`src/sv/hes_pkg.sv`:
```
// Shared constants, types and helpers for the explicit heat stencil block.
package hes_pkg;

  localparam int POINTS     = 64;
  localparam int TEMP_WIDTH = 32;
  localparam int IDX_W      = $clog2(POINTS);
  localparam int STEP_W     = 20;
  localparam int IO_W       = 32;

  typedef logic signed [TEMP_WIDTH-1:0] temp_t;
  typedef logic signed [IO_W-1:0]       io_temp_t;
  typedef logic [STEP_W-1:0]            step_t;

  typedef enum logic [1:0] {
    CMD_LOAD = 2'd0,
    CMD_RUN  = 2'd1,
    CMD_READ = 2'd2
  } cmd_t;

  typedef enum logic [1:0] {
    REG_STEP_COUNT     = 2'd0,
    REG_LEFT_BOUNDARY  = 2'd1,
    REG_RIGHT_BOUNDARY = 2'd2
  } reg_idx_t;

  typedef enum logic {
    KIND_READ = 1'b0,
    KIND_RUN  = 1'b1
  } kind_t;

  typedef enum logic {
    ST_IDLE,
    ST_RUN
  } state_t;

  typedef struct packed {
    logic force_ends;
    logic step;
    logic run_done;
  } hes_ctrl_t;

  function automatic temp_t to_temp(input io_temp_t v);
    logic signed [63:0] w;
    w = 64'(v);
    return w[TEMP_WIDTH-1:0];
  endfunction

  function automatic io_temp_t from_temp(input temp_t t);
    logic signed [63:0] w;
    w = 64'(t);
    return w[IO_W-1:0];
  endfunction

  // floor((2*t + l + r) / 4) without widening the datapath
  function automatic temp_t relax(input temp_t t, input temp_t l, input temp_t r);
    logic [3:0] low_sum;
    temp_t      hi;
    low_sum = {2'b00, t[0], 1'b0} + {2'b00, l[1:0]} + {2'b00, r[1:0]};
    hi      = (t >>> 1) + (l >>> 2) + (r >>> 2);
    return hi + temp_t'({2'b00, low_sum[3:2]});
  endfunction

endpackage

```
`src/sv/hes_cell.sv`:
```
// One grid point of the stencil row: load, boundary force and relaxation update.
module hes_cell (
  input  logic          clk,
  input  logic          rst,
  input  logic          load_en,
  input  hes_pkg::temp_t load_value,
  input  logic          force_en,
  input  hes_pkg::temp_t force_value,
  input  logic          step_en,
  input  hes_pkg::temp_t left,
  input  hes_pkg::temp_t right,
  output hes_pkg::temp_t temp
);
  import hes_pkg::*;

  always_ff @(posedge clk) begin
    if (rst) begin
      temp <= '0;
    end else if (load_en) begin
      temp <= load_value;
    end else if (force_en) begin
      temp <= force_value;
    end else if (step_en) begin
      temp <= relax(temp, left, right);
    end
  end

endmodule

```
`config.mk`:
```
export PLATFORM = sky130hd
export DESIGN_NAME = hes_cell
export DESIGN_NICKNAME = d
export VERILOG_FILES = /design/src/sv/hes_pkg.sv /design/src/sv/hes_cell.sv
export SDC_FILE = /design/constraint.sdc
export NUM_CORES = 1
export LEC_CHECK = 0
export BUFFER_PORTS_ARGS = -buffer_cell sky130_fd_sc_hd__buf_2
export CAP_MARGIN = 30
export CORE_AREA = 2 2 112 114
export CTS_CLUSTER_DIAMETER = 50
export DETAILED_ROUTE_END_ITERATION = 16
export DIE_AREA = 0 0 114 116
export GPL_TIMING_DRIVEN = 0
export PLACE_DENSITY = 0.72
export SYNTH_ARGS = -nofsm -noshare
export SYNTH_HDL_FRONTEND = slang
export SYNTH_SLANG_ARGS = --single-unit
```
`constraint.sdc`:
```
create_clock -name clk -period 4.7 [get_ports clk]
set_clock_uncertainty 0.05 [all_clocks]
set_input_delay 0.235 -clock clk [delete_from_list [all_inputs] [get_ports clk]]
set_output_delay 0.235 -clock clk [all_outputs]
set_load 0.02 [all_outputs]
```
**Yosys cells after proc, flatten, opt, wreduce, memory -nomap -nowiden**

Cells that the tools add are included.

- Input bits: 133
- Output and inout bits: 32
- Logic and storage cells: 10
- Register bits after elaboration: 32

- Reduce and logical (&&, ||, !) cells: 1
- Add/sub/neg operators: 5
- Multiplexer cells: 3

Operators by type and width:

| kind | count |
|---|---|
| $mux W32 | 3 |
| $add A31 B30 Y32 | 1 |
| $add A32 B3 Y32 | 1 |
| $add A32 B30 Y32 | 1 |
| $add A3 B2 Y4 | 1 |
| $add A2 B2 Y3 | 1 |
| $reduce_bool A3 Y1 | 1 |

**Logic depth before layout (Yosys ltp)**

- Depth after elaboration: 6
- Depth in mapped cells: 18
- Mapped depth without buffers: 18

**Worst setup path before layout**

OpenSTA, ideal clock, no wires.

- Path kind: register -> register
- From: register temp[0]
- To: register temp[31]
- Buffers on the path: 0
- Required time: 4521 ps
- Cell stages (with the launch flop): 19
- Library setup time: 129 ps
- Arrival: 3805 ps
- Period minus slack after synthesis: 3984 ps
- Path slack: 716 ps
- Cells stage by stage: dfxtp_1 > fa_1 > and3_1 > ha_1 > inv_1 > fa_1 > inv_1 > ha_1 > inv_1 > fa_1 > nor2b_4 > o31a_2 > o21ai_2 > a21oi_2 > nor2_2 > o41a_4 > nor3_2 > or3_1 > a31oi_1

- Word-level cells in the longest chain between the ends: 6

RTL lines:

| element | line | text |
|---|---|---|
| start, declared | hes_cell.sv:12 | `output hes_pkg::temp_t temp` |
| start signal, assigned | hes_cell.sv:20 | `temp <= load_value;` |
| start signal, assigned | hes_cell.sv:22 | `temp <= force_value;` |
| start signal, assigned | hes_cell.sv:24 | `temp <= relax(temp, left, right);` |
| $add A2 B2 Y3 | hes_pkg.sv:58 | `low_sum = {2'b00, t[0], 1'b0} + {2'b00, l[1:0]} + {2'b00, r[1:0]};` |
| $add A3 B2 Y4 | hes_pkg.sv:58 |  |
| $add A32 B3 Y32 | hes_pkg.sv:60 | `return hi + temp_t'({2'b00, low_sum[3:2]});` |
| $mux W32 | hes_cell.sv:23 | `end else if (step_en) begin` |
| $mux W32 | hes_cell.sv:21 | `end else if (force_en) begin` |
| $mux W32 | hes_cell.sv:19 | `end else if (load_en) begin` |

No other way between the ends. The select of a mux whose other input is x is not followed.
A chain may end at the register's enable or synchronous reset.

**Final worst setup path**

Same ends and word-level chain as after synthesis.

==> metrics <==
Most used DFF post-synth=dfxtp_1; Post-Syn Instances=approximately 620; initial core utilization=39.42%; Iter 0 DRT Violations=roughly 370; CP peak stage delay=530 ps; max_cap viols=0; crit end category=flop; Post-Syn Area per Cell=7.562 µm²; # DRC=0; antenna violations before repair=0; Ys Warns=0; crit start category=flop; outcome=completed; routed len/inst=15.40 µm; DP HPWL=11900 µm; WL met1=6657 µm; final estimated routing congestion in global placement=0.8813; internal power=1.024 mW; clock root cell=clkbuf_16; Flop pwr share=17.3%; Fmax=0.2389 GHz; post_cts resized=0; Reg with most FFs=temp; total CTS buffers=5; Area Overhead vs Synth=24.43%; vias in the first global route=between 4000 and 5000; Switching Fraction=45.21%; Final Hold Fails=0; max reg flops=32; final setup fails=0; Arrival @ worst endpoint=4290 ps; RSZ-0062 raised after global routing=false; Logic pwr share=between 60% and 70%; Die H=approximately 120 µm; row cnt=40; Die Span X=114 µm; Total Wirelength=14430 µm; crit path time final=4185 ps; Cells after DPL=930; final hold slack=150.3 ps; CTS tree=yes; non-filler instance count after layout=937; Highest Signal Layer=met4; via count=4859; H-tree depth=2; fin nets=just over 1000; largest area contributor in the netlist=ha_1; Critical Path RT=between 4000 and 5000 ps; num ports=165; synthesized cell area=0.004696 mm²; Max Root-Sink Buffers=2; Via density=5.186; Switching Power=0.8446 mW; WP buf/inv=3; CP cell instances=fa_1 -> and3_1 -> ha_1 -> inv_1 -> fa_1 -> inv_1 -> ha_1 -> inv_1 -> fa_1 -> nor2b_4 -> o31a_2 -> o21ai_2 -> a21oi_2 -> nor2_2 -> o41a_4 -> nor3_2 -> or3_1 -> a31oi_1; Seq/Total Area, Yosys=13.64%; Post-DRT Antenna Nets=0; wire length on met2=6415 µm; unique cell type count in the Yosys netlist=around 60; Worst-Margin Slew=between 800 and 900 ps; post-synth top area share=about 16%; Post-synth EDFFs=0; largest net degree at the start of global routing=11; synth top area cells=ha_1, fa_1, dfxtp_1, inv_1, a21oi_1; drt pass-1 iters=5; Post-Route Setup TNS=0 ps; crit path kind=flop to flop; P per Cell Area=roughly 320 mW/mm²; Async SR Flop Fraction=0%; Total Routing Usage GR=22.05%; first-pass GRT wire length=22950 µm; CP max-delay cell=o41a_4; post-synthesis register bit count=32; crit-path max FO=4; Min-Delay Path Class=input port to flop; Slew Limit Fails=0; IR drop worst, VDD=0.1539 mV; Hold Buf Count CTS=0; die footprint=0.01322 mm²; Synth Net Count=849; routed wl met3=1038 µm; biggest regs=temp (32); max_slew headroom=46.59%; gr ovfl total=0; clock transition at the registers of the reported paths=about 60 ps; CTS Sinks=32; post-CTS setup buffer count=0; layout cells sized above 1=between 20% and 30%; clock share of power=18.8%; Tcrit/Tclk final=about 89%; Skew-Pair Late Insertion Delay=approximately 280 ps; Largest delay share family, worst path=adder cells; Port Buffers=162; Lkg Pwr=around 3.2 nW; area of the core=0.01191 mm²; n_diodes=0
-- synthesized netlist by cell type (2+ instances only) --
master	count
nor2b_1	2
a21oi_2	2
nand2_1	40
a221oi_1	7
a211oi_1	10
o221ai_1	4
o21ai_1	4
a21o_1	9
buf_1	5
xor2_1	10
inv_1	125
o211ai_1	2
o22ai_1	9
o21ai_2	3
a211o_1	2
a31oi_1	2
o21ai_0	28
nand3_1	8
nand4_1	5
mux2i_1	7
nand2b_1	2
a2111oi_0	2
ha_1	61
a21oi_1	72
or3_1	5
o21a_1	6
fa_1	34
xnor2_1	16
clkbuf_1	14
dfxtp_1	32
and3_1	6
nor3_1	13
nor2_1	48
-- worst register-to-register path, stage by stage, from the launching register on --
cell     delay [ps]
dfxtp_1         370
fa_1            420
and3_1          190
ha_1            180
inv_1            60
fa_1            400
inv_1            70
ha_1            200
inv_1            70
fa_1            420
nor2b_4         150
o31a_2          190
o21ai_2         100
a21oi_2         160
nor2_2           90
o41a_4          530
nor3_2          210
or3_1           140
a31oi_1          80
-- cell type report --
cell class	instances	area (µm²)
Buffer	22	92.59
Clock buffer	7	152.6
Fill cell	1238	6068
Inverter	125	469.2
Multi-Input combinational cell	442	3493
Sequential cell	32	640.6
Tap cell	147	183.9
Timing Repair Buffer	162	810.8
-- kinds of logic (layout without fill, tap and decap cells) --
| logic type | after synthesis | count (layout) | synth area share, % |
|---|---|---|---|
| fa+ha+maj | 95 | 95 | 30.75 |
| simple gates | 139 | 139 | 13.78 |
| mux | 7 | 7 | 1.492 |
| flops | 32 | 32 | 13.64 |
| compound gates | 175 | 175 | 23.53 |
| buf+inv | 147 | 316 | 11.96 |
| xor+xnor | 26 | 26 | 4.849 |
-- stage by stage --
stage | instance area (µm²) | utilization (%) | setup slack [ps] | power [mW]
2_1_floorplan | 4696 | - | 715.7 | 1.208
3_3_place_gp | 5690 | 47.77 | 511.6 | 1.499
3_5_place_dp | 5690 | 47.77 | 492.3 | 1.512
4_1_cts | 5843 | 49.05 | 479.3 | 1.866
5_1_grt | 5843 | 49.05 | 214.8 | 2.043
6_report | 5843 | 49.05 | 514.6 | 1.868
-- final timing paths --
path / from / end / slack [ps] / cells after the start
worst max-delay path: temp[0] / temp[31] / 510 / 18
worst min-delay path: load_value[0] / temp[0] / 150 / 3
worst max register to register: temp[0] / temp[31] / 510 / 18
worst min register to register: temp[10] / temp[10] / 520 / 2
-- power by group through the flow --
stage          clock network, mW  logic, mW  registers, mW
2_1_floorplan                  0      0.849          0.359
4_1_cts                    0.351       1.19          0.324
5_1_grt                    0.368       1.35          0.328
3_3_place_gp                   0       1.17          0.330
3_5_place_dp                   0       1.18          0.330
6_report                   0.350       1.19          0.324
-- routing by layer --
layer | global-route usage, % | vias up
met1 | 30.38 | 2192
met2 | 36.67 | 202
met3 | 3.609 | 24
met5 | 0 | -
li1 | - | 2441
met4 | 4.553 | 0
-- placed cells by master (no fill, tap or decap), types with 7 or more instances in the layout --
cell      count
a211oi_1     10
a21o_1        9
a21oi_1      72
a221oi_1      7
buf_2       163
clkbuf_1     14
dfxtp_1      32
fa_1         34
ha_1         61
inv_1       125
mux2i_1       7
nand2_1      40
nand3_1       8
nor2_1       48
nor3_1       13
o21ai_0      28
o22ai_1       9
xnor2_1      16
xor2_1       10
Note: power is estimated with default switching activity, not from simulation.
