<file path="src/sv/hes_pkg.sv">
// Shared constants, types and helpers for the explicit heat stencil block.
package hes_pkg;

  localparam int POINTS     = 64;
  localparam int TEMP_WIDTH = 32;
  localparam int IDX_W      = $clog2(POINTS);
  localparam int STEP_W     = 20;
  localparam int IO_W       = 32;

  typedef logic signed [TEMP_WIDTH-1:0] temp_t;
  typedef logic signed [IO_W-1:0]       io_temp_t;
  typedef logic [STEP_W-1:0]            step_t;

  typedef enum logic [1:0] {
    CMD_LOAD = 2'd0,
    CMD_RUN  = 2'd1,
    CMD_READ = 2'd2
  } cmd_t;

  typedef enum logic [1:0] {
    REG_STEP_COUNT     = 2'd0,
    REG_LEFT_BOUNDARY  = 2'd1,
    REG_RIGHT_BOUNDARY = 2'd2
  } reg_idx_t;

  typedef enum logic {
    KIND_READ = 1'b0,
    KIND_RUN  = 1'b1
  } kind_t;

  typedef enum logic {
    ST_IDLE,
    ST_RUN
  } state_t;

  typedef struct packed {
    logic force_ends;
    logic step;
    logic run_done;
  } hes_ctrl_t;

  function automatic temp_t to_temp(input io_temp_t v);
    logic signed [63:0] w;
    w = 64'(v);
    return w[TEMP_WIDTH-1:0];
  endfunction

  function automatic io_temp_t from_temp(input temp_t t);
    logic signed [63:0] w;
    w = 64'(t);
    return w[IO_W-1:0];
  endfunction

  // floor((2*t + l + r) / 4) without widening the datapath
  function automatic temp_t relax(input temp_t t, input temp_t l, input temp_t r);
    logic [3:0] low_sum;
    temp_t      hi;
    low_sum = {2'b00, t[0], 1'b0} + {2'b00, l[1:0]} + {2'b00, r[1:0]};
    hi      = (t >>> 1) + (l >>> 2) + (r >>> 2);
    return hi + temp_t'({2'b00, low_sum[3:2]});
  endfunction

endpackage

</file>
<file path="src/sv/hes_ctrl.sv">
// Run sequencer: forces the end points, counts time steps and flags completion.
module hes_ctrl (
  input  logic              clk,
  input  logic              rst,
  input  logic              run_start,
  input  hes_pkg::step_t    step_count,
  output logic              busy,
  output hes_pkg::hes_ctrl_t ctrl
);
  import hes_pkg::*;

  state_t state;
  state_t state_next;
  step_t  steps_remaining;
  step_t  steps_remaining_next;

  always_ff @(posedge clk) begin
    if (rst) begin
      state           <= ST_IDLE;
      steps_remaining <= '0;
    end else begin
      state           <= state_next;
      steps_remaining <= steps_remaining_next;
    end
  end

  always_comb begin
    state_next           = state;
    steps_remaining_next = steps_remaining;
    ctrl                 = '0;
    busy                 = 1'b0;
    case (state)
      ST_IDLE: begin
        if (run_start) begin
          ctrl.force_ends      = 1'b1;
          steps_remaining_next = step_count;
          state_next           = ST_RUN;
        end
      end
      ST_RUN: begin
        busy = 1'b1;
        if (steps_remaining == '0) begin
          ctrl.run_done = 1'b1;
          state_next    = ST_IDLE;
        end else begin
          ctrl.step            = 1'b1;
          steps_remaining_next = steps_remaining - step_t'(1);
        end
      end
      default: begin
        state_next = ST_IDLE;
      end
    endcase
  end

  a_start_enters_run: assert property (@(posedge clk) disable iff (rst)
    ctrl.force_ends |=> (busy && steps_remaining == $past(step_count)))
    else $error("run start did not load the step counter");

  a_count_down: assert property (@(posedge clk) disable iff (rst)
    ctrl.step |=> (steps_remaining == $past(steps_remaining) - step_t'(1)))
    else $error("step counter did not advance");

  a_done_ends_run: assert property (@(posedge clk) disable iff (rst)
    ctrl.run_done |=> (!busy && steps_remaining == '0))
    else $error("run did not finish cleanly");

  a_no_step_when_idle: assert property (@(posedge clk) disable iff (rst)
    !busy |-> (!ctrl.step && !ctrl.run_done))
    else $error("update or done outside a run");

endmodule

</file>
<file path="config.mk">
export PLATFORM = sky130hd
export DESIGN_NAME = hes_ctrl
export DESIGN_NICKNAME = d
export VERILOG_FILES = /design/src/sv/hes_pkg.sv /design/src/sv/hes_ctrl.sv
export SDC_FILE = /design/constraint.sdc
export NUM_CORES = 1
export LEC_CHECK = 0
export ABC_AREA = 0
export BUFFER_PORTS_ARGS = -buffer_cell sky130_fd_sc_hd__buf_2
export CELL_PAD_IN_SITES_DETAIL_PLACEMENT = 0
export CELL_PAD_IN_SITES_GLOBAL_PLACEMENT = 1
export CORE_MARGIN = 4
export CORE_UTILIZATION = 41
export CTS_BUF_LIST = sky130_fd_sc_hd__clkbuf_4 sky130_fd_sc_hd__clkbuf_8
export DETAILED_ROUTE_END_ITERATION = 7
export HOLD_SLACK_MARGIN = 0.1
export PLACE_DENSITY = 0.94
export SYNTH_ARGS = -nofsm -noshare
export SYNTH_HDL_FRONTEND = slang
export SYNTH_SLANG_ARGS = --single-unit
</file>
<file path="constraint.sdc">
create_clock -name clk -period 2.4 [get_ports clk]
set_clock_uncertainty 0.1 [all_clocks]
set_input_delay 0 -clock clk [delete_from_list [all_inputs] [get_ports clk]]
set_output_delay 0 -clock clk [all_outputs]
set_load 0.05 [all_outputs]
</file>
# After elaboration in Yosys (flattened, before gate mapping)
# Cells that the tools add are included.
[totals]
reg_bits = 21
latchBits = 0
ram_bits = 0
rom_bits = 0
in_bits = 23
output_inout_bits = 4
wordCells = 18
n_memories = 0
[classes]
add_sub_neg = 1
mul = 0
n_div = 0
order_cmp = 0
eq_ne = 2
n_shift = 0
mux = 10
n_bitwise = 1
reduce_logical = 2
[ops]
columns = ["operator", "n"]
rows = [
  ["$mux W20", 2],
  ["$pmux W20 S2", 1],
  ["$logic_not A20 Y1", 1],
  ["$sub A20 B1 Y20 const B", 1],
  ["$mux W1", 5],
  ["$ne A2 B2 Y1 const B", 2],
  ["$mux W2", 1],
  ["$pmux W1 S2", 1],
  ["$reduce_and A2 Y1", 1],
  ["$not A1 Y1", 1],
]

# Logic depth before layout (Yosys ltp)
# Gate-level depths: netlist (run 1).
[depth]
depth_word = 3
ltp_mapped = 9
depth_no_buf = 7

# Worst setup path before layout (run 1)
# OpenSTA, ideal clock, no wires.
[synth_path]
path_type = "reg-to-reg"
startpoint = "register steps_remaining[0]"
endpoint = "register steps_remaining[19]"
setup_ns = 0.117
arrival_time_ns = 2.166
required_ns = 2.183
setup_slack_ns = 0.016
stages_incl_launch_ff = 9
n_path_buf = 1
synth_period_minus_slack_ns = 2.384
path_cell_list = "dfxtp_1 inv_1 ha_1 nor4b_2 and3_1 clkbuf_1 a21oi_2 o21ai_0 a32o_1"
[synth_between]
elab_chain_cells = 3
elab_cells_between_ends = 6
cone_classes = "add/sub (1); eq/ne (1); mux (2); reduce/logical (2)"
[synth_lines]
columns = ["item", "line_no", "text"]
rows = [
  ["from (decl)", "hes_ctrl.sv:14", "step_t steps_remaining;"],
  ["from (signal assigned)", "hes_ctrl.sv:23", "steps_remaining <= steps_remaining_next;"],
  ["$sub A20 B1 Y20 / $logic_not A20 Y1 (equally long branches)", "hes_ctrl.sv:47, hes_ctrl.sv:42", ""],
  ["$mux W20 / $ne A2 B2 Y1 (equally long branches)", "--", ""],
  ["$pmux W20 S2 / $reduce_and A2 Y1 (equally long branches)", "--", ""],
]
# Several ways; a longest one is shown, not always the timed one. The select of a mux whose other input is x is not followed.
# A chain may end at the register's enable or synchronous reset.

# Final worst setup path (run 1)
[layout_path]
startpoint = "register steps_remaining[12]"
endpoint = "register steps_remaining[19]"
# Same word-level chain as after synthesis.

==> results of run 1 <==
==> state kept, by name, summed over array words and instances, names as in the netlist <==
name,cells
state,1
steps_remaining,20
==> repair_timing <==
item,CTS,global route
gates resized for setup,0,3
hold buffers,24,0
endpoints found under the hold margin,21,0
endpoints found under the setup margin,0,2
==> layout by cell type, fill, tap and decap left out, types with 11 or more instances in the layout <==
cell / instances
a21oi_1: 19
buf_2: 25
buf_4: 11
dfxtp_1: 21
dlygate4sd3_1: 24
nand2_1: 20
nor2_1: 11
nor3_1: 11
o21ai_0: 15
==> area by class of cell <==
class                           instances  area [um2]
Clock buffer                            4        30.0
Fill cell                             298        1230
Inverter                                7        26.3
Multi-Input combinational cell        134         832
Sequential cell                        21         420
Tap cell                               44        55.1
Timing Repair Buffer                   61         455
==> routing by layer <==
metal	up-vias	track usage	wire (um)
met5	-	0	0
met4	0	0.0792	59
met3	5	0.0277	287
met2	68	0.322	1870
met1	686	0.247	1650
li1	760	-	-
==> how the worst max path moves through the flow <==
stage	startpoint	to	slack [ns]	cells past startpoint
2_1_floorplan	steps_remaining[0]$_SDFFE_PP0P_	steps_remaining[19]$_SDFFE_PP0P_	0.02	8
3_3_place_gp	steps_remaining[12]$_SDFFE_PP0P_	steps_remaining[3]$_SDFFE_PP0P_	0.20	5
3_5_place_dp	steps_remaining[12]$_SDFFE_PP0P_	steps_remaining[19]$_SDFFE_PP0P_	0.17	5
4_1_cts	steps_remaining[0]$_SDFFE_PP0P_	ctrl[1]	0.01	7
5_1_grt	steps_remaining[12]$_SDFFE_PP0P_	steps_remaining[9]$_SDFFE_PP0P_	-0.001	5
6_report	steps_remaining[12]$_SDFFE_PP0P_	steps_remaining[19]$_SDFFE_PP0P_	0.12	5
==> worst max-delay path: stages (launching register included) <==
cell     delay [ns]
dfxtp_1        0.38
or4_4          0.57
nor4b_4        0.35
a31o_2         0.48
nor2_1         0.10
a32o_1         0.21
==> cell usage after synthesis (2+ instances only) <==
cell type   n  share of area
nand3_1     5          0.019
a211oi_1    2          0.011
nor4_1      2         0.0095
nor2_1     11          0.031
o211a_1     2          0.015
nor3_1     11          0.042
o31a_1      3          0.020
dfxtp_1    21           0.32
o32ai_1     4          0.027
a31oi_1     2         0.0095
o211ai_1    2          0.011
nor2b_1     2         0.0095
and3_1      6          0.028
inv_1       6          0.017
o21a_1      2          0.011
a21oi_1    19          0.072
nand4_1     2         0.0095
clkbuf_1    7          0.020
nand2_1    20          0.057
a311oi_1    3          0.020
o21ai_0    15          0.057
==> logic make-up (layout without fill, tap and decap cells) <==
logic type                 count (synthesis)  in the layout  synth area share
buffers and inverters                     18             72            0.0607
and+or+nand+nor                           68             68             0.279
AOI/OAI and AO/OA                         63             63             0.316
DFF                                       21             21             0.319
muxes                                      2              2            0.0161
adders and majority gates                  1              1           0.00949
==> per-stage QoR <==
step | area (um2) | power, mW | utilization | cells
2_1_floorplan | 1320 | 0.651 | - | 173
3_3_place_gp | 1530 | 0.752 | 0.502 | 243
3_5_place_dp | 1530 | 0.761 | 0.502 | 243
4_1_cts | 1800 | 0.984 | 0.591 | 271
5_1_grt | 1820 | 1.05 | 0.596 | 271
6_report | 1820 | 0.991 | 0.596 | 271
==> report_power, final <==
group / internal (mW) / leakage (nW) / switching, mW
registers: 0.383 / 0.174 / 0.0411
clock network: 0.0764 / 0.0184 / 0.121
logic: 0.173 / 0.560 / 0.196
==> impl_metrics.tcl, run 1 <==
set metrics [dict create \
    outcome "finished clean" \
    synth_cell_types 47 \
    syn_inst 173 \
    hold_path_class "reg -> reg" \
    clockBufferDepth 2 \
    p_per_area_nw_per_um2 545 \
    grt_usage 0.193 \
    fin_ws_ns 0.116 \
    r2r-end "steps_remaining[19]$_SDFFE_PP0P_" \
    drc_errors 0 \
    vias_per_cell 5.61 \
    hold_viol_final 0 \
    worstHoldStart "steps_remaining[1]$_SDFFE_PP0P_" \
    setup_violations 0 \
    whs_endpoint "steps_remaining[1]$_SDFFE_PP0P_" \
    area_growth_syn_to_layout_pct 38.0 \
    antenna_cells 0 \
    dieArea_um2 4190 \
    vias 1519 \
    slew_violations 0 \
    hold_slack_ns 0.389 \
    cts_made_buffers 3 \
    reg2reg_depth 5 \
    rrSetupSlack_ns 0.12 \
    core_area_um2 3050 \
    die-width_um 64.7 \
    dpl.hpwl_mm 2.62 \
    worst_pin_slew_ns 0.533 \
    drt_iter0_drc 90 \
    fin_crit_sh 0.952 \
    synth_area_um2 1320 \
    drive_gt1_frac 0.225 \
    min_period_ns 2.28 \
    yosys_warnings 0 \
    async_flop_share 0 \
    critical_path_arrival_ns 2.41 \
    min_path_cells 2 \
    critPathLaunchType "flop" \
    cts_tree "built" \
    cts_root_buf "clkbuf_4" \
    crit_fanout 21 \
    ys.flop_type "dfxtp_1" \
    layout.nets 252 \
    wirelength_mm 3.87 \
    pin_count 27 \
    peakVddDrop_uv 251 \
    overflow 0 \
    synth-seq-cells 21 \
    grt_pass1_wl_mm 6.49 \
    dr.pass1.iters 4 \
    globalplace.congestion 0.843 \
    port_buffers 26 \
    ant_nets 0 \
    die_h_um 64.7 \
    wl_per_cell_um 14.3 \
    post_cts.repair.setup_buffers 0 \
    r2r-start "steps_remaining[12]$_SDFFE_PP0P_" \
    path_clk_slew_ns 0.13 \
    start_util 0.432 \
    grt_pass1_vias 1436 \
    avgSynthCellArea_um2 7.62 \
    placementRows 20 \
    path_class "reg -> reg" \
    max_freq_mhz 438 \
    slew-limit-headroom 0.644 \
    worst_ep_required_time_ns 2.53 \
    seq_area_frac_synth 0.319 \
    drv_cap 0 \
    power_leakage_nw 0.753 \
    end_kind "flop" \
    preCtsSetupSlack_ns 0.165 \
    synth_edf_count 0 \
    h-tree-depth 1 \
    antenna_found_initial 0 \
    setup_tns_ns 0 \
    grt_max_degree 22 \
    synth_nets 197 \
    numClockSinks 21 \
    clk_latency_ns 0.32 \
]
Power figures use the tool's default switching activity.
==> inputs of run 2 (changes only) <==
--- a/config.mk
+++ b/config.mk
@@ -9,11 +9,12 @@
 export BUFFER_PORTS_ARGS = -buffer_cell sky130_fd_sc_hd__buf_2
 export CELL_PAD_IN_SITES_DETAIL_PLACEMENT = 0
 export CELL_PAD_IN_SITES_GLOBAL_PLACEMENT = 1
-export CORE_MARGIN = 4
+export CORE_MARGIN = 3
 export CORE_UTILIZATION = 41
 export CTS_BUF_LIST = sky130_fd_sc_hd__clkbuf_4 sky130_fd_sc_hd__clkbuf_8
 export DETAILED_ROUTE_END_ITERATION = 7
 export HOLD_SLACK_MARGIN = 0.1
+export MAX_ROUTING_LAYER = met4
 export PLACE_DENSITY = 0.94
 export SYNTH_ARGS = -nofsm -noshare
 export SYNTH_HDL_FRONTEND = slang
==> run 2 against run 1 <==
Net effect: routed wire length down 3.7%; sequential share of layout area up 0.64 points; setup slack better by 0.022 ns; core utilization up 1.5 points; largest cell class unchanged; power down 2.3%; flip-flop and latch count unchanged; highest routed layer unchanged.
==> impl_metrics.tcl, run 2 (synthesized netlist as in run 1, its figures left out) <==
set metrics [dict create \
    outcome "finished clean" \
    grt_pass1_wl_mm 6.27 \
    vias_per_cell 5.70 \
    worst_ep_required_time_ns 2.30 \
    clk_latency_ns 0.31 \
    setup_violations 0 \
    hold_viol_final 0 \
    path_class "reg -> out" \
    start_util 0.455 \
    core_area_um2 2900 \
    pin_count 27 \
    slew_violations 0 \
    drive_gt1_frac 0.223 \
    globalplace.congestion 0.820 \
    drt_iter0_drc 72 \
    regMostFlops "steps_remaining" \
    wl_per_cell_um 14.0 \
    end_kind "output port" \
    crit_fanout 6 \
    dr.pass1.iters 4 \
    critPathTopFamily "simple AND/OR/NAND/NOR gates" \
    overflow 0 \
    critPathLaunchType "flop" \
    antenna_found_initial 0 \
    max_freq_mhz 442 \
    peakVddDrop_uv 412 \
    fin_crit_sh 0.942 \
    cts_made_buffers 3 \
    die-width_um 62.7 \
    cts_root_buf "clkbuf_4" \
    cts.repair.resized 0 \
    largest_reg_flops 20 \
    placed_area_um2 1530 \
    layout.nets 249 \
    ant_nets 0 \
    path_clk_slew_ns 0.12 \
    placementRows 19 \
    wirelength_mm 3.73 \
    critical_path_arrival_ns 2.16 \
    grt_pass1_vias 1443 \
    worst_pin_slew_ns 0.449 \
    cts_tree "built" \
    vias 1515 \
    area_growth_syn_to_layout_pct 34.3 \
    min_period_ns 2.26 \
    dieArea_um2 3930 \
    setup_tns_ns 0 \
    h-tree-depth 1 \
    cpPeakStageDelay_ns 0.56 \
    rsz0062_at_grt "no" \
    power_leakage_nw 0.734 \
    drc_errors 0 \
    port_buffers 26 \
    slew-limit-headroom 0.701 \
    layout_commonest_cell "buf_2" \
    grt_max_degree 33 \
    p_per_area_nw_per_um2 547 \
    hold_path_class "in -> reg" \
    die_h_um 62.7 \
    path_buf_inv 2 \
    path_cells "or4_4 > nor4b_4 > buf_4 > and3_1 > buf_2" \
    drv_cap 0 \
    dpl.hpwl_mm 2.54 \
    grt_usage 0.199 \
    mostFrequentLayoutCells "buf_2, dlygate4sd3_1, dfxtp_1, nand2_1, a21oi_1" \
    antenna_cells 0 \
    critPathSlowestCell "or4_4" \
    final_area_um2 1770 \
    top_regs "steps_remaining x20, state x1" \
    numClockSinks 21 \
    clockBufferDepth 2 \
]
## run 2: worst min-delay path, delay by kind of cell
kind	cells	cell delay, ns
AOI/OAI and AO/OA	1	0.06
buffers and inverters	1	0.10
and+or+nand+nor	2	0.34
## run 2: power breakdown
part | leakage (nW) | internal, mW | switching, mW
Clock | 0.0184 | 0.0763 | 0.114
Combinational | 0.542 | 0.165 | 0.194
Sequential | 0.174 | 0.383 | 0.0358
## run 2: final timing paths
kind	from	to	slack, ns	depth (start not counted)
setup reg to reg	steps_remaining[12]$_SDFFE_PP0P_	steps_remaining[19]$_SDFFE_PP0P_	0.17	5
hold reg to reg	steps_remaining[10]$_SDFFE_PP0P_	steps_remaining[10]$_SDFFE_PP0P_	0.38	2
setup / recovery	steps_remaining[12]$_SDFFE_PP0P_	ctrl[0]	0.14	5
hold / removal	run_start	steps_remaining[18]$_SDFFE_PP0P_	0.12	4
## run 2: final cells by class
type,instances,area [um2]
clock buffers,4,30.0
fillers,267,1130
inverters,7,26.3
multi-input cells,134,818
flip-flops and latches,21,420
well taps,42,52.6
repair buffers,58,423
## run 2: per-layer routing
metal | track usage | wire length (um) | vias to the layer above
li1 | - | - | 753
met1 | 0.248 | 1670 | 692
met2 | 0.322 | 1730 | 64
met3 | 0.0468 | 292 | 6
met4 | 0.0551 | 33 | 0
met5 | - | 0 | -
## run 2: through the flow
stage	hold WS, ns	total power [mW]	setup slack [ns]	instances	util
after global routing	0.140	1.03	0.0291	266	0.610
after detailed placement	0.227	0.756	0.172	241	0.528
after CTS	0.115	0.973	0.130	266	0.610
final	0.116	0.968	0.138	266	0.610
after global placement	0.211	0.747	0.246	241	0.528
after floorplan	0.119	0.651	0.0161	173	-
## run 2: timing repair
action | CTS | global route
hold buffers | 21 | 0
hold endpoints to repair | 21 | 0
buffers inserted | 0 | 0
==> inputs of run 3 (changes only) <==
--- a/config.mk
+++ b/config.mk
@@ -7,6 +7,7 @@
 export LEC_CHECK = 0
 export ABC_AREA = 0
 export BUFFER_PORTS_ARGS = -buffer_cell sky130_fd_sc_hd__buf_2
+export CAP_MARGIN = 20
 export CELL_PAD_IN_SITES_DETAIL_PLACEMENT = 0
 export CELL_PAD_IN_SITES_GLOBAL_PLACEMENT = 1
 export CORE_MARGIN = 3
==> constraint.sdc (replaced) <==
create_clock -name clk -period 2.4 [get_ports clk]
set_clock_uncertainty 0.1 [all_clocks]
set_input_delay 0.24 -clock clk [delete_from_list [all_inputs] [get_ports clk]]
set_output_delay 0.24 -clock clk [all_outputs]
set_load 0.05 [all_outputs]
==> run 3 against run 2 <==
Net effect: register-to-register slack about the same; largest cell class unchanged; largest power group unchanged; critical path type unchanged; final cell count decreased by 5.3%; via count decreased by 0.92%.
==> impl_metrics.tcl, run 3 (synthesized netlist as in run 1, its figures left out) <==
set metrics [dict create \
    worstHoldStart "step_count[1]" \
    min_period_ns 2.32 \
    ant_nets 0 \
    power_leakage_nw 0.692 \
    pin_count 27 \
    seq_area_um2 420 \
    worst_pin_slew_ns 0.506 \
    die_h_um 62.7 \
    cts_root_buf "clkbuf_4" \
    slew_violations 0 \
    largest_reg_flops 20 \
    cts_hold_buf 0 \
    max_freq_mhz 430 \
    path_cells "or4_4 > nor4b_4 > and3_1 > clkbuf_4" \
    fin_ws_ns 0.0758 \
    antenna_cells 0 \
    critPathSlowestCell "or4_4" \
    startpoint "steps_remaining[12]$_SDFFE_PP0P_" \
    reg2reg_depth 7 \
    placed_area_um2 1540 \
    layout.nets 235 \
    critPathTopFamily "simple AND/OR/NAND/NOR gates" \
    drive_gt1_frac 0.276 \
    clockBufferDepth 2 \
    cts_tree "built" \
    grt_max_degree 21 \
    min_path_cells 3 \
    hold_viol_final 0 \
    vias_per_cell 5.96 \
    numClockSinks 21 \
    peakVddDrop_uv 272 \
    r2r-start "steps_remaining[12]$_SDFFE_PP0P_" \
    rsz0062_at_grt "no" \
    top_regs "steps_remaining x20, state x1" \
    setup_violations 0 \
    vias 1501 \
    wirelength_mm 3.86 \
    critical_path_arrival_ns 1.98 \
    h-tree-depth 1 \
    crit_cells 4 \
    dpl.hpwl_mm 2.81 \
    path_buf_inv 1 \
    area_growth_syn_to_layout_pct 25.2 \
    cpPeakStageDelay_ns 0.57 \
    critPathLaunchType "flop" \
    drv_cap 0 \
    path_clk_slew_ns 0.13 \
    worst_ep_required_time_ns 2.06 \
    final_area_um2 1650 \
    path_class "reg -> out" \
    hold_path_class "in -> reg" \
    drt_iter0_drc 95 \
    preCtsSetupSlack_ns 0.123 \
    cts_made_buffers 3 \
    setup_tns_ns 0 \
    layout_commonest_cell "buf_2" \
    overflow 0 \
    outcome "finished clean" \
    wl_per_cell_um 15.3 \
    antenna_found_initial 0 \
    placementRows 19 \
    fill_cells 308 \
    core_area_um2 2900 \
    start_util 0.455 \
    grt_pass1_wl_mm 6.53 \
    end_kind "output port" \
    slew-limit-headroom 0.661 \
    clk_latency_ns 0.31 \
    grt_usage 0.203 \
    dieArea_um2 3930 \
    fin_crit_sh 0.968 \
    regMostFlops "steps_remaining" \
    crit_fanout 6 \
    grt_pass1_vias 1467 \
    post-place-cells 242 \
    port_buffers 26 \
    layout.cells.non_filler 252 \
    dr.pass1.iters 4 \
    die-width_um 62.7 \
    drc_errors 0 \
    multi_input_area_um2 848 \
    mostFrequentLayoutCells "buf_2, dfxtp_1, nand2_1, a21oi_1, buf_4" \
    p_per_area_nw_per_um2 595 \
    globalplace.congestion 0.861 \
]
run 3: cell count changes in the layout (fill, tap and decap cells not counted), sizes merged:
| cell | previous run | this run |
|---|---|---|
| buf | 37 | 43 |
| dlygate4sd3 | 21 | 0 |
| clkbuf | 4 | 5 |
run 3: final cells by class:
type                    count  area share
multi-input cells         134       0.514
well taps                  42      0.0318
repair buffers             44       0.166
clock buffers               4      0.0182
flip-flops and latches     21       0.255
inverters                   7      0.0159
run 3: power breakdown:
group | switching, mW | internal, mW
clock | 0.117 | 0.0762
combinational | 0.203 | 0.164
sequential | 0.0396 | 0.383
total | 0.359 | 0.624
run 3: metal layers:
layer | global-route usage | vias up | share of wire
li1 | - | 724 | -
met1 | 0.260 | 715 | 0.45
met2 | 0.329 | 56 | 0.48
met3 | 0.0324 | 6 | 0.055
met4 | 0.0606 | 0 | 0.012
met5 | - | - | 0
run 3: metrics by stage:
step	total power, mW	hold slack [ns]	util
6_report	0.983	0.153	0.569
5_1_grt	1.04	0.175	0.569
4_1_cts	0.957	0.148	0.550
3_5_place_dp	0.759	0.387	0.530
3_3_place_gp	0.746	0.368	0.530
2_1_floorplan	0.651	0.353	-
run 3: worst paths after layout:
| check | slack [ns] | end |
|---|---|---|
| worst max-delay path | 0.08 | ctrl[0] |
| worst min-delay path | 0.15 | steps_remaining[1]$_SDFFE_PP0P_ |
| worst max register to register | 0.17 | steps_remaining[9]$_SDFFE_PP0P_ |
| worst min register to register | 0.41 | steps_remaining[10]$_SDFFE_PP0P_ |
run 3: worst reg2reg max path: cells and delay by family, from the launching register on:
kind,cells,cell delay (ns)
flip-flops,1,0.38
AO/OA/AOI/OAI,3,0.38
buffers and inverters,2,0.41
AND/OR/NAND/NOR,2,0.85
run 3: repair_timing:
item                                    in CTS  in global routing
gates resized for setup                      3                  4
endpoints found under the setup margin       2                  3
pin swaps                                    1                  1
hold endpoints to repair                     0                  0
buffers inserted                             2                  4
